$ cat config.mk
export PLATFORM = sky130hd
export DESIGN_NAME = fall_detector_fsm_flat
export DESIGN_NICKNAME = d
export VERILOG_FILES = /design/src/hw/rtl/fdet_pkg.sv /design/src/hw/rtl/fdet_if.sv /design/src/hw/rtl/fdet_mag.sv /design/src/hw/rtl/fall_detector_fsm.sv /design/src/flat_wrapper.sv
export VERILOG_INCLUDE_DIRS = /design/src /design/src/hw/rtl
export SDC_FILE = /design/constraint.sdc
export NUM_CORES = 2
export LEC_CHECK = 0
export BUFFER_PORTS_ARGS = -buffer_cell sky130_fd_sc_hd__buf_2
export CORE_ASPECT_RATIO = 0.7
export CORE_MARGIN = 8
export CORE_UTILIZATION = 62
export DETAILED_ROUTE_END_ITERATION = 16
export GPL_TIMING_DRIVEN = 0
export PLACE_DENSITY = 0.83
export SLEW_MARGIN = 25
export SYNTH_ARGS = -nofsm -noshare
export SYNTH_HDL_FRONTEND = slang
export SYNTH_SLANG_ARGS = --single-unit
$ cat constraint.sdc
create_clock -name clock -period 18.8 [get_ports clock]
set_clock_uncertainty 0.15 [all_clocks]
set_input_delay 0 -clock clock [delete_from_list [all_inputs] [get_ports clock]]
set_output_delay 0 -clock clock [all_outputs]
set_load 0.01 [all_outputs]
$ cat src/hw/rtl/fall_detector_fsm_macros.svh
// assertion macros for the fall detector
// no dependencies; included by the top level only
`ifndef FALL_DETECTOR_FSM_MACROS_SVH
`define FALL_DETECTOR_FSM_MACROS_SVH

// same-cycle implication, disabled while reset is high
`define FDET_ASSERT_NOW(label, clk, rst, ante, cons, msg) \
   label: assert property (@(posedge clk) disable iff (rst) (ante) |-> (cons)) else $error(msg);

// next-cycle implication, disabled while reset is high
`define FDET_ASSERT_NEXT(label, clk, rst, ante, cons, msg) \
   label: assert property (@(posedge clk) disable iff (rst) (ante) |=> (cons)) else $error(msg);

`endif

$ cat src/hw/rtl/fdet_pkg.sv
// shared types and constants for the fall detector
// no dependencies; used by the interfaces, fdet_mag and fall_detector_fsm
package fdet_pkg;

   localparam int unsigned AXIS_W  = 16;
   localparam int unsigned MAG_W   = 32;
   localparam int unsigned TICK_W  = 32;
   localparam int unsigned SPAN_W  = 31;
   localparam int unsigned INDEX_W = 3;
   localparam int unsigned CODE_W  = 2;

   // detector phases, one-hot
   typedef enum logic [3:0] {
      PH_IDLE        = 4'b0001,
      PH_FREEFALL    = 4'b0010,
      PH_IMPACT_WAIT = 4'b0100,
      PH_POST        = 4'b1000
   } phase_type;

   // external phase codes
   localparam logic [CODE_W-1:0] CODE_IDLE        = 2'd0;
   localparam logic [CODE_W-1:0] CODE_FREEFALL    = 2'd1;
   localparam logic [CODE_W-1:0] CODE_IMPACT_WAIT = 2'd2;
   localparam logic [CODE_W-1:0] CODE_POST        = 2'd3;

   // register indexes
   typedef enum logic [INDEX_W-1:0] {
      REG_FREEFALL_MAG_SQ    = 3'd0,
      REG_IMPACT_MAG_SQ      = 3'd1,
      REG_STILL_RATE_SQ      = 3'd2,
      REG_FREEFALL_MAX_TICKS = 3'd3,
      REG_IMPACT_WAIT_TICKS  = 3'd4,
      REG_POST_WINDOW_TICKS  = 3'd5,
      REG_REPORT_GAP_TICKS   = 3'd6
   } reg_index_type;

   localparam logic [MAG_W-1:0]  RST_FREEFALL_MAG_SQ    = 32'd4194304;
   localparam logic [MAG_W-1:0]  RST_IMPACT_MAG_SQ      = 32'd104857600;
   localparam logic [MAG_W-1:0]  RST_STILL_RATE_SQ      = 32'd42902500;
   localparam logic [SPAN_W-1:0] RST_FREEFALL_MAX_TICKS = 31'd500;
   localparam logic [SPAN_W-1:0] RST_IMPACT_WAIT_TICKS  = 31'd1000;
   localparam logic [SPAN_W-1:0] RST_POST_WINDOW_TICKS  = 31'd2000;
   localparam logic [SPAN_W-1:0] RST_REPORT_GAP_TICKS   = 31'd5000;

   function automatic logic [CODE_W-1:0] phase_code(input phase_type ph);
      logic [CODE_W-1:0] code;
      unique case (ph)
         PH_IDLE:        code = CODE_IDLE;
         PH_FREEFALL:    code = CODE_FREEFALL;
         PH_IMPACT_WAIT: code = CODE_IMPACT_WAIT;
         PH_POST:        code = CODE_POST;
         default:        code = CODE_IDLE;
      endcase
      return code;
   endfunction

endpackage

$ cat src/hw/rtl/fdet_if.sv
// channel interfaces of the fall detector: sample, result and register write
// depends on fdet_pkg
interface fdet_req_if;
   logic                                     valid;
   logic                                     ready;
   logic signed [fdet_pkg::AXIS_W-1:0]       accel_x;
   logic signed [fdet_pkg::AXIS_W-1:0]       accel_y;
   logic signed [fdet_pkg::AXIS_W-1:0]       accel_z;
   logic signed [fdet_pkg::AXIS_W-1:0]       gyro_x;
   logic signed [fdet_pkg::AXIS_W-1:0]       gyro_y;
   logic signed [fdet_pkg::AXIS_W-1:0]       gyro_z;
   logic        [fdet_pkg::TICK_W-1:0]       timestamp;

   modport source (output valid, accel_x, accel_y, accel_z, gyro_x, gyro_y, gyro_z,
                   timestamp, input ready);
   modport sink (input valid, accel_x, accel_y, accel_z, gyro_x, gyro_y, gyro_z,
                 timestamp, output ready);
endinterface

interface fdet_rsp_if;
   logic                             valid;
   logic                             ready;
   logic                             fall_alarm;
   logic [fdet_pkg::CODE_W-1:0]      detector_state;

   modport source (output valid, fall_alarm, detector_state, input ready);
   modport sink (input valid, fall_alarm, detector_state, output ready);
endinterface

interface fdet_csr_if;
   logic                             valid;
   logic                             ready;
   logic [fdet_pkg::INDEX_W-1:0]     index;
   logic [fdet_pkg::MAG_W-1:0]       data;

   modport source (output valid, index, data, input ready);
   modport sink (input valid, index, data, output ready);
endinterface

$ cat src/hw/rtl/fdet_mag.sv
// squared magnitude of a three-axis signed vector, exact, no root
// depends on fdet_pkg
module fdet_mag (
   input  logic signed [fdet_pkg::AXIS_W-1:0] axis_x,
   input  logic signed [fdet_pkg::AXIS_W-1:0] axis_y,
   input  logic signed [fdet_pkg::AXIS_W-1:0] axis_z,
   output logic        [fdet_pkg::MAG_W-1:0]  mag_sq
);
   import fdet_pkg::*;

   logic signed [2*AXIS_W-1:0] sq_x;
   logic signed [2*AXIS_W-1:0] sq_y;
   logic signed [2*AXIS_W-1:0] sq_z;

   assign sq_x = axis_x * axis_x;
   assign sq_y = axis_y * axis_y;
   assign sq_z = axis_z * axis_z;

   // each square is at most 2^30, so the sum of three fits in 32 bits
   assign mag_sq = MAG_W'(unsigned'(sq_x)) + MAG_W'(unsigned'(sq_y))
                 + MAG_W'(unsigned'(sq_z));

endmodule

$ cat src/hw/rtl/fall_detector_fsm.sv
//  channel | direction | word                                   | accepted when
//  req_bus | in        | accel xyz, gyro xyz, timestamp         | valid && ready
//  rsp_bus | out       | fall_alarm, detector_state             | valid && ready
//  csr_bus | in        | register index, write data             | valid (ready tied high)
//
// one sample per cycle unless the result stalls; from req accept to rsp valid a sample passes
// the sample register, then magnitudes, compares and phase update into the result register
// the phase registers update in the same cycle a result is loaded, so samples follow back to back
// a stalled result holds the sample register; req ready drops only when both stages are full
// synchronous active-high reset: idle phase, register defaults, both stages empty
// depends on fdet_pkg, fdet_if, fdet_mag and fall_detector_fsm_macros.svh
`include "fall_detector_fsm_macros.svh"

module fall_detector_fsm (
   input  logic        clock,
   input  logic        reset,
   fdet_req_if.sink    req_bus,
   fdet_rsp_if.source  rsp_bus,
   fdet_csr_if.sink    csr_bus
);
   import fdet_pkg::*;

   // configuration registers
   logic [MAG_W-1:0]  freefall_mag_sq_ff;
   logic [MAG_W-1:0]  impact_mag_sq_ff;
   logic [MAG_W-1:0]  still_rate_sq_ff;
   logic [SPAN_W-1:0] freefall_max_ticks_ff;
   logic [SPAN_W-1:0] impact_wait_ticks_ff;
   logic [SPAN_W-1:0] post_window_ticks_ff;
   logic [SPAN_W-1:0] report_gap_ticks_ff;

   // sample register
   logic                     smp_valid_ff;
   logic                     smp_valid_in;
   logic signed [AXIS_W-1:0] smp_ax_ff, smp_ay_ff, smp_az_ff;
   logic signed [AXIS_W-1:0] smp_gx_ff, smp_gy_ff, smp_gz_ff;
   logic        [TICK_W-1:0] smp_ts_ff;

   // detector state
   phase_type          phase_ff, phase_in;
   logic [TICK_W-1:0]  start_tick_ff, start_tick_in;
   logic [TICK_W-1:0]  last_alarm_ff, last_alarm_in;

   // result register
   logic               rsp_valid_ff, rsp_valid_in;
   logic               alarm_ff, alarm_in;
   logic [CODE_W-1:0]  code_ff;

   logic              req_fire;
   logic              smp_fire;
   logic [MAG_W-1:0]  acc_mag;
   logic [MAG_W-1:0]  gyr_mag;
   logic [TICK_W-1:0] elapsed;
   logic [TICK_W-1:0] since_alarm;
   logic              acc_low;

   // ---------------- handshake ----------------
   assign smp_fire      = smp_valid_ff && (!rsp_valid_ff || rsp_bus.ready);
   assign req_bus.ready = !smp_valid_ff || smp_fire;
   assign req_fire      = req_bus.valid && req_bus.ready;
   assign csr_bus.ready = 1'b1;

   assign smp_valid_in = req_fire || (smp_valid_ff && !smp_fire);
   assign rsp_valid_in = smp_fire || (rsp_valid_ff && !rsp_bus.ready);

   assign rsp_bus.valid          = rsp_valid_ff;
   assign rsp_bus.fall_alarm     = alarm_ff;
   assign rsp_bus.detector_state = code_ff;

   // ---------------- magnitudes ----------------
   fdet_mag u_acc_mag (
      .axis_x (smp_ax_ff),
      .axis_y (smp_ay_ff),
      .axis_z (smp_az_ff),
      .mag_sq (acc_mag)
   );

   fdet_mag u_gyr_mag (
      .axis_x (smp_gx_ff),
      .axis_y (smp_gy_ff),
      .axis_z (smp_gz_ff),
      .mag_sq (gyr_mag)
   );

   // ---------------- phase logic ----------------
   assign elapsed     = smp_ts_ff - start_tick_ff;
   assign since_alarm = smp_ts_ff - last_alarm_ff;
   assign acc_low     = acc_mag < freefall_mag_sq_ff;

   always_comb begin
      phase_in      = phase_ff;
      start_tick_in = start_tick_ff;
      last_alarm_in = last_alarm_ff;
      alarm_in      = 1'b0;
      unique case (phase_ff)
         PH_IDLE: begin
            if (acc_low) begin
               phase_in      = PH_FREEFALL;
               start_tick_in = smp_ts_ff;
            end
         end
         PH_FREEFALL: begin
            if (!acc_low) begin
               phase_in      = PH_IMPACT_WAIT;
               start_tick_in = smp_ts_ff;
            end else if (elapsed > {1'b0, freefall_max_ticks_ff}) begin
               phase_in = PH_IDLE;
            end
         end
         PH_IMPACT_WAIT: begin
            if (acc_mag > impact_mag_sq_ff) begin
               phase_in      = PH_POST;
               start_tick_in = smp_ts_ff;
            end else if (elapsed > {1'b0, impact_wait_ticks_ff}) begin
               phase_in = PH_IDLE;
            end
         end
         PH_POST: begin
            if (gyr_mag < still_rate_sq_ff) begin
               // wearer is still after the impact; alarm unless one was raised recently
               if (since_alarm > {1'b0, report_gap_ticks_ff}) begin
                  alarm_in      = 1'b1;
                  last_alarm_in = smp_ts_ff;
               end
               phase_in = PH_IDLE;
            end else if (elapsed > {1'b0, post_window_ticks_ff}) begin
               phase_in = PH_IDLE;
            end
         end
         default: begin
            phase_in = PH_IDLE;
         end
      endcase
   end

   // ---------------- registers ----------------
   always_ff @(posedge clock) begin
      if (reset) begin
         smp_valid_ff  <= 1'b0;
         rsp_valid_ff  <= 1'b0;
         phase_ff      <= PH_IDLE;
         start_tick_ff <= '0;
         last_alarm_ff <= '0;
      end else begin
         smp_valid_ff <= smp_valid_in;
         rsp_valid_ff <= rsp_valid_in;
         if (smp_fire) begin
            phase_ff      <= phase_in;
            start_tick_ff <= start_tick_in;
            last_alarm_ff <= last_alarm_in;
         end
      end
   end

   always_ff @(posedge clock) begin
      if (req_fire) begin
         smp_ax_ff <= req_bus.accel_x;
         smp_ay_ff <= req_bus.accel_y;
         smp_az_ff <= req_bus.accel_z;
         smp_gx_ff <= req_bus.gyro_x;
         smp_gy_ff <= req_bus.gyro_y;
         smp_gz_ff <= req_bus.gyro_z;
         smp_ts_ff <= req_bus.timestamp;
      end
      if (smp_fire) begin
         alarm_ff <= alarm_in;
         code_ff  <= phase_code(phase_in);
      end
   end

   always_ff @(posedge clock) begin
      if (reset) begin
         freefall_mag_sq_ff    <= RST_FREEFALL_MAG_SQ;
         impact_mag_sq_ff      <= RST_IMPACT_MAG_SQ;
         still_rate_sq_ff      <= RST_STILL_RATE_SQ;
         freefall_max_ticks_ff <= RST_FREEFALL_MAX_TICKS;
         impact_wait_ticks_ff  <= RST_IMPACT_WAIT_TICKS;
         post_window_ticks_ff  <= RST_POST_WINDOW_TICKS;
         report_gap_ticks_ff   <= RST_REPORT_GAP_TICKS;
      end else if (csr_bus.valid) begin
         unique case (csr_bus.index)
            REG_FREEFALL_MAG_SQ:    freefall_mag_sq_ff    <= csr_bus.data;
            REG_IMPACT_MAG_SQ:      impact_mag_sq_ff      <= csr_bus.data;
            REG_STILL_RATE_SQ:      still_rate_sq_ff      <= csr_bus.data;
            REG_FREEFALL_MAX_TICKS: freefall_max_ticks_ff <= csr_bus.data[SPAN_W-1:0];
            REG_IMPACT_WAIT_TICKS:  impact_wait_ticks_ff  <= csr_bus.data[SPAN_W-1:0];
            REG_POST_WINDOW_TICKS:  post_window_ticks_ff  <= csr_bus.data[SPAN_W-1:0];
            REG_REPORT_GAP_TICKS:   report_gap_ticks_ff   <= csr_bus.data[SPAN_W-1:0];
            default: begin
            end
         endcase
      end
   end

   // ---------------- assertions ----------------
   `FDET_ASSERT_NOW(a_alarm_idle, clock, reset, rsp_valid_ff && alarm_ff, code_ff == CODE_IDLE, "alarm raised outside idle")
   `FDET_ASSERT_NEXT(a_alarm_tick, clock, reset, smp_fire && alarm_in, last_alarm_ff == $past(smp_ts_ff), "alarm tick not recorded")
   `FDET_ASSERT_NEXT(a_phase_start, clock, reset, smp_fire && (phase_in != phase_ff) && (phase_in != PH_IDLE), start_tick_ff == $past(smp_ts_ff), "phase start tick not taken")
   `FDET_ASSERT_NOW(a_code_match, clock, reset, rsp_valid_ff && !smp_fire, code_ff == phase_code(phase_ff), "result state differs from phase")

endmodule
$ cat src/flat_wrapper.sv
// flat-port wrapper written by rule: the top's interface ports become plain ports
module fall_detector_fsm_flat import fdet_pkg::*;
  (clock, reset, req_bus_valid, req_bus_accel_x, req_bus_accel_y, req_bus_accel_z, req_bus_gyro_x, req_bus_gyro_y, req_bus_gyro_z, req_bus_timestamp, req_bus_ready, rsp_bus_valid, rsp_bus_fall_alarm, rsp_bus_detector_state, rsp_bus_ready, csr_bus_valid, csr_bus_index, csr_bus_data, csr_bus_ready);
  fdet_req_if req_bus_i ();
  fdet_rsp_if rsp_bus_i ();
  fdet_csr_if csr_bus_i ();
  input  logic clock;
  input  logic reset;
  input wire logic [$bits(req_bus_i.valid)-1:0] req_bus_valid;
  input wire logic [$bits(req_bus_i.accel_x)-1:0] req_bus_accel_x;
  input wire logic [$bits(req_bus_i.accel_y)-1:0] req_bus_accel_y;
  input wire logic [$bits(req_bus_i.accel_z)-1:0] req_bus_accel_z;
  input wire logic [$bits(req_bus_i.gyro_x)-1:0] req_bus_gyro_x;
  input wire logic [$bits(req_bus_i.gyro_y)-1:0] req_bus_gyro_y;
  input wire logic [$bits(req_bus_i.gyro_z)-1:0] req_bus_gyro_z;
  input wire logic [$bits(req_bus_i.timestamp)-1:0] req_bus_timestamp;
  output wire logic [$bits(req_bus_i.ready)-1:0] req_bus_ready;
  output wire logic [$bits(rsp_bus_i.valid)-1:0] rsp_bus_valid;
  output wire logic [$bits(rsp_bus_i.fall_alarm)-1:0] rsp_bus_fall_alarm;
  output wire logic [$bits(rsp_bus_i.detector_state)-1:0] rsp_bus_detector_state;
  input wire logic [$bits(rsp_bus_i.ready)-1:0] rsp_bus_ready;
  input wire logic [$bits(csr_bus_i.valid)-1:0] csr_bus_valid;
  input wire logic [$bits(csr_bus_i.index)-1:0] csr_bus_index;
  input wire logic [$bits(csr_bus_i.data)-1:0] csr_bus_data;
  output wire logic [$bits(csr_bus_i.ready)-1:0] csr_bus_ready;
  assign req_bus_i.valid = req_bus_valid;
  assign req_bus_i.accel_x = req_bus_accel_x;
  assign req_bus_i.accel_y = req_bus_accel_y;
  assign req_bus_i.accel_z = req_bus_accel_z;
  assign req_bus_i.gyro_x = req_bus_gyro_x;
  assign req_bus_i.gyro_y = req_bus_gyro_y;
  assign req_bus_i.gyro_z = req_bus_gyro_z;
  assign req_bus_i.timestamp = req_bus_timestamp;
  assign req_bus_ready = req_bus_i.ready;
  assign rsp_bus_valid = rsp_bus_i.valid;
  assign rsp_bus_fall_alarm = rsp_bus_i.fall_alarm;
  assign rsp_bus_detector_state = rsp_bus_i.detector_state;
  assign rsp_bus_i.ready = rsp_bus_ready;
  assign csr_bus_i.valid = csr_bus_valid;
  assign csr_bus_i.index = csr_bus_index;
  assign csr_bus_i.data = csr_bus_data;
  assign csr_bus_ready = csr_bus_i.ready;
  fall_detector_fsm u_core (.clock(clock), .reset(reset), .req_bus(req_bus_i), .rsp_bus(rsp_bus_i), .csr_bus(csr_bus_i));
endmodule
=== Yosys cells after proc, flatten, opt, wreduce, memory -nomap -nowiden ===
Index checks and enable logic that the tools add are counted.
Widths: inputs -> output; s select.

* Add/subtract/negate cells: 6
* Multipliers: 6
* Div/mod/pow operators: 0
* $lt $le $gt $ge: 7
* Eq/ne operators: 16
* Shifts and indexed selects: 0
* Mux-type cells: 14
* Bitwise gates (word level): 0
* Reductions and logical operators: 24

{| class="wikitable"
|+ Operators by type and width
! operator !! count
|-
| $mul 16x16->32 || 6
|-
| $add 32x32->32 || 4
|-
| $gt 32x31->1 || 4
|-
| $mux 32 || 3
|-
| $pmux 32 s3 || 1
|-
| $lt 32x32->1 || 2
|-
| $sub 32x32->32 || 2
|-
| $gt 32x32->1 || 1
|-
| $mux 4 || 7
|-
| $pmux 4 s4 || 1
|-
| $reduce_and 2->1 || 8
|-
| $eq 3x3->1 const B || 3
|-
| $eq 4x2->1 const B || 2
|-
| $eq 4x3->1 const B || 2
|-
| $eq 4x4->1 const B || 2
|-
| $eq 3x2->1 const B || 2
|-
| $pmux 2 s3 || 1
|-
| $reduce_and 5->1 || 1
|-
| $eq 4x1->1 const B || 1
|-
| $logic_and 1x1->1 || 4
|-
| $logic_not 1->1 || 4
|-
| $logic_or 1x1->1 || 4
|-
| $ne 2x1->1 const B || 2
|-
| $reduce_and 4->1 || 1
|-
| other kinds (5) || 5
|}

* Bits in registers: 421
* Bits in latches: 0
* Bits in writable memories: 0
* Memory bits (read-only): 0
* Input port bits: 168
* Output and inout port bits: 6
* Logic and storage cells: 94
* Memories: 0

=== Depth between registers and ports, before layout ===
* Depth after elaboration: 8
* Mapped depth: 42
* Mapped depth without buffers: 39

=== By module ===
A second synthesis with hierarchy kept.

* Cells, all modules: 8,113
* Area, all modules: 76,508.4 um2

{| class="wikitable"
|+ Modules (own cells, without submodules)
! module !! instances !! cells an instance !! area an instance (um2) !! seq. area each (um2)
|-
| fdet_mag at u_core.u_acc_mag || 1 || 2,781 || 26,789.4 || 0.0
|-
| fdet_mag at u_core.u_gyr_mag || 1 || 2,760 || 26,728.1 || 0.0
|-
| fall_detector_fsm || 1 || 2,572 || 22,990.8 || 9,739.3
|}

=== Worst setup path after synthesis ===
OpenSTA, ideal clock, no wires.

* Path kind: reg-to-reg
* Start: reg u_core.smp_az_ff[15]
* End: reg u_core.code_ff[1], in the netlist u_core.rsp_bus.detector_state[1], data pin
* Setup time: 0.257 ns
* Data arrival time: 10.036 ns
* Data required time: 18.393 ns
* Setup slack: 8.356 ns
* Stages on the path, launching flop included: 36
* Buffers on the path: 1
* Period minus slack after synthesis: 10.444 ns
* Path through: edfxtp_1 > clkbuf_1 > and2_1 > inv_1 > fa_1 > inv_1 > fa_1 > inv_1 > fa_1 > fa_1 > inv_1 > fa_1 > fa_1 > fa_1 > fa_1 > inv_1 > fa_1 > inv_1 > ha_1 > a211oi_1 > nand2_1 > nor4_1 > o21a_1 > o211ai_1 > a31o_1 > a21oi_1 > xnor2_1 > ha_1 > nand4_1 > or2_0 > or4_4 > o41ai_4 > o311ai_2 > o32a_1 > o211ai_2 > nor2b_1

* Word-level cells in the longest chain between the ends: 7
* Elaborated cells between the ends (all ways): 12
* Those cells by class: add/sub (1); mul (1); order compare (2); eq/ne (3); mux (5)

{| class="wikitable"
|+ RTL lines
! what !! RTL line !! source
|-
| from (decl) || fall_detector_fsm.sv:35 || <nowiki>logic signed [AXIS_W-1:0] smp_ax_ff, smp_ay_ff, smp_az_ff;</nowiki>
|-
| from (signal assigned) || fall_detector_fsm.sv:159 || <nowiki>smp_az_ff <= req_bus.accel_z;</nowiki>
|-
| $mul 16x16->32 (*) || fdet_mag.sv:17 || <nowiki>assign sq_z = axis_z * axis_z;</nowiki>
|-
| $add 32x32->32 (*) || fdet_mag.sv:21 || <nowiki>+ MAG_W'(unsigned'(sq_z));</nowiki>
|-
| $gt 32x32->1 or $lt 32x32->1 (tied branches) || fall_detector_fsm.sv:111, fall_detector_fsm.sv:88 ||
|-
| $mux 4 (on tied branches) || fall_detector_fsm.sv:111, fall_detector_fsm.sv:97, fall_detector_fsm.sv:103 ||
|-
| $pmux 4 s4 (*) || fall_detector_fsm.sv:95 || <nowiki>unique case (phase_ff)</nowiki>
|-
| $eq 4x4->1, or another cell as far along || fdet_pkg.sv:47 || <nowiki>unique case (ph)</nowiki>
|-
| $pmux 2 s3 (*) || fdet_pkg.sv:47 ||
|-
| to (signal assigned) || fall_detector_fsm.sv:167 || <nowiki>code_ff <= phase_code(phase_in);</nowiki>
|-
| to (decl) || fall_detector_fsm.sv:47 || <nowiki>logic [CODE_W-1:0] code_ff;</nowiki>
|}

Mark *: on every way between the ends. The rest lies on a longest branch, timed or not.
A chain may end at the register's enable or synchronous reset.

=== Final worst setup path ===
* Start: reg u_core.smp_az_ff[2]
* End: reg u_core.start_tick_ff[30]

* Word-level cells in the longest chain between the ends: 5
* Elaborated cells between the ends (all ways): 8
* Those cells by class: add/sub (1); mul (1); order compare (2); eq/ne (3); reduce/logical (1)

{| class="wikitable"
|+ RTL lines
! what !! RTL line !! source
|-
| $mul 16x16->32 (*) || fdet_mag.sv:17 ||
|-
| $add 32x32->32 (*) || fdet_mag.sv:21 ||
|-
| $gt 32x32->1 or $lt 32x32->1 (tied branches) || fall_detector_fsm.sv:111, fall_detector_fsm.sv:88 ||
|-
| $ne 2x1->1 (no line) or $ne 2x2->1 (tied branches) || - ||
|-
| $reduce_and 5->1 (no line) (*) || - ||
|-
| to (signal assigned) || fall_detector_fsm.sv:149 || <nowiki>start_tick_ff <= start_tick_in;</nowiki>
|-
| to (decl) || fall_detector_fsm.sv:41 || <nowiki>logic [TICK_W-1:0] start_tick_ff, start_tick_in;</nowiki>
|}

Marks and branches as above.

==> impl_metrics.yaml <==
clocking:
  cts_buffer_depth: 3
  cts_tree: "yes"
  clkTransAtPathRegs_ns: 0.07
  cts-root-buf: "clkbuf_16"
  clk-insertion-delay-late_ns: 0.70
  cts_setup_buffers: 0
  cts_buffers: 48
  h-tree-depth: 2
  numClockSinks: 421
detailed_routing:
  final_antenna_net_count: 0
  drc_errors: 0
  firstDrtPassIters: 6
  drtIter0Drc: 5041
  via_per_inst: 5.55
  routed_wl_um: 215000
  avgRoutedWirePerCell_um: 21.0
  vias: 57100
worst_setup_path:
  path_max_fanout: 10
  reg2reg_depth: 38
  max_stage_delay_ns: 1.02
  worst-setup-path-type: "flop to flop"
  startpoint: "u_core.smp_az_ff[2]$_DFFE_PP_"
  r2r_start: "u_core.smp_az_ff[2]$_DFFE_PP_"
  critPathLaunchType: "flop"
  slowest_stage: "fa_1"
  path_common_cell: "fa_1"
  critPathCaptureType: "flop"
  cp_data_arrival_time_ns: 14.68
  cp.required_ns: 19.18
  r2r_slack_ns: 4.50
worst_hold_path:
  hp-start: "csr_bus_data[19]"
  whs_path_depth: 4
  hold_path_class: "input port to flop"
placed_design:
  hpwl_um: 182000
  routabilityCongestion: 1.01
  numPortBuffers: 169
timing:
  period_needed_ns: 14.30
  max_slew_margin_pct: 25.2
  max_freq_ghz: 0.0699
  worstMarginPinSlew_ns: 1.12
  post-route-period-util_pct: 76.1
  tns_ns: 0
  rsz0062_at_grt: "no"
  final_max_slew_viol_count: 0
  hold_viol_final: 0
  setup_viol: 0
grt:
  grt_pass1_wl_um: 340000
  antenna_found_initial: 11
  grt-ovfl-total: 0
  grt_max_degree: 44
  grt_pass1_vias: 61800
  grtUsageTotal_pct: 32.5
run_status:
  status: "complete, no violations"
synthesis:
  async_flop_share_pct: 0
  synth_area_per_cell_um2: 9.47
  synth_edf_count: 131
  synth_cells: 8073
  syn-num-nets: 10600
  synth-warning-count: 0
  ys_ff_latch: 421
  syn-cell-area_mm2: 0.0765
  synth_ff_type: "dfxtp_1"
  yosysSeqAreaShare_pct: 12.7
  netlist-cell-type-count: 84
floorplan:
  row_count: 107
  floorplan.initialDensity_pct: 62.7
  die_x_um: 436
  ioPinCount: 174
  fp.dieH_um: 310
  coreArea_mm2: 0.122
  design.die.area_mm2: 0.135
final_layout:
  final_nets: 11100
  syn_to_final_growth_pct: 10.2
  layout-drive-gt1-share_pct: 3.51
  fillers: 9065
run:
  cap_violations: 0
-- timing repair --
item	in CTS	in global routing
hold endpoints to repair	456	0
hold buffers	307	0
resized for setup	0	0
-- cell families after synthesis --
kind of cell             after synthesis  synth area share, %
buffers and inverters               2505                 12.4
adder cells (fa/ha/maj)             2325                 54.1
AND/OR/NAND/NOR                     1792                 11.2
AO/OA/AOI/OAI                        744                 6.16
flip-flops                           421                 12.7
XOR/XNOR                             214                 2.45
multiplexers                          71                0.934
other                                  1              0.00490
-- path summary, 6_finish.rpt --
kind,endpoint
worst max-delay path,u_core.start_tick_ff[30]$_SDFFE_PP0P_
worst min-delay path,u_core.report_gap_ticks_ff[19]$_SDFFE_PP0P_
worst max register to register,u_core.start_tick_ff[30]$_SDFFE_PP0P_
worst min register to register,u_core.freefall_mag_sq_ff[27]$_SDFFE_PP0P_
-- layout by cell type (no fill, tap or decap), drive strengths merged, types with 19 or more instances in the layout --
cell type and n:
a211oi 35, o21ai 87, o211ai 21, fa 1637
and2 329, nand4 44, o21a 39, a21o 79
dlygate4sd3 307, buf 190, edfxtp 131, nor3 42
nand3 39, nor2b 75, mux2i 68, ha 688
a21oi 338, nand2b 114, xnor2 159, inv 2300
nand2 846, nand3b 19, xor2 55, clkbuf 254
a211o 31, dfxtp 290, nor2 216
-- flip-flops by register name, indices dropped and copies added (netlist names), 31 cells and up --
name and cells:
u_core.freefall_max_ticks_ff 31, u_core.smp_ts_ff 32, u_core.impact_wait_ticks_ff 31, u_core.impact_mag_sq_ff 32, u_core.start_tick_ff 32, u_core.freefall_mag_sq_ff 32, u_core.last_alarm_ff 32, u_core.report_gap_ticks_ff 31
u_core.still_rate_sq_ff 32, u_core.post_window_ticks_ff 31
-- area by class of cell --
cell class / count / area, um2 / area share (%)
antenna: 4 / 10.0 / 0.0119
sequential: 421 / 9740 / 11.6
clock buffer: 64 / 1350 / 1.61
inverter: 2295 / 8610 / 10.2
buffer: 210 / 888 / 1.05
tap: 1635 / 2050 / 2.43
multi-input combinational: 5147 / 57200 / 67.9
clock inverter: 25 / 385 / 0.457
timing repair buffer: 479 / 4000 / 4.75
-- metrics by stage --
stage          area, um2  hold slack, ns  utilization [%]  setup slack (ns)  std cells
3_3_place_gp       79300          0.0261             65.1              5.16       9877
4_1_cts            84300          0.0524             69.1              4.84      10300
3_5_place_dp       79400          0.0281             65.1              4.89       9880
5_1_grt            84300          0.0851             69.1              4.05      10300
6_report           84300          0.0846             69.1              4.50      10300
2_1_floorplan      76500         -0.0511                -              8.36       8073
-- critical path, delay by kind of cell, from the launching register on --
family,cells,cell delay (ns)
AND/OR/NAND/NOR,7,1.97
XOR/XNOR,1,0.29
buffers and inverters,8,2.13
flip-flops,1,0.38
multiplexers,1,0.22
AO/OA/AOI/OAI,10,3.08
adder cells (fa/ha/maj),11,5.89
-- metal layers --
| layer | wire, um | up-vias | GRT usage (%) |
|---|---|---|---|
| met5 | 21 | - | 0 |
| met4 | 8280 | 4 | 10.3 |
| met3 | 27900 | 542 | 11.0 |
| met2 | 92800 | 2784 | 49.1 |
| met1 | 86400 | 28600 | 44.7 |
| li1 | - | 25100 | - |
-- synth_stat cells (all sizes together), types with 75 or more instances --
cell type	count	area, um2
inv	2295	8610
edfxtp	131	3930
nand2	846	3180
clkbuf	190	713
dfxtp	290	5810
fa	1637	32800
nor2	216	811
a21oi	338	1690
nand2b	114	713
ha	688	8610
and2	329	2060
a21o	79	593
xnor2	159	1390
o21ai	87	435
nor2b	75	469
Power is left out: the tool's default activity adds up to more than one toggle a clock period on the data nets, which glitch-free logic cannot reach.
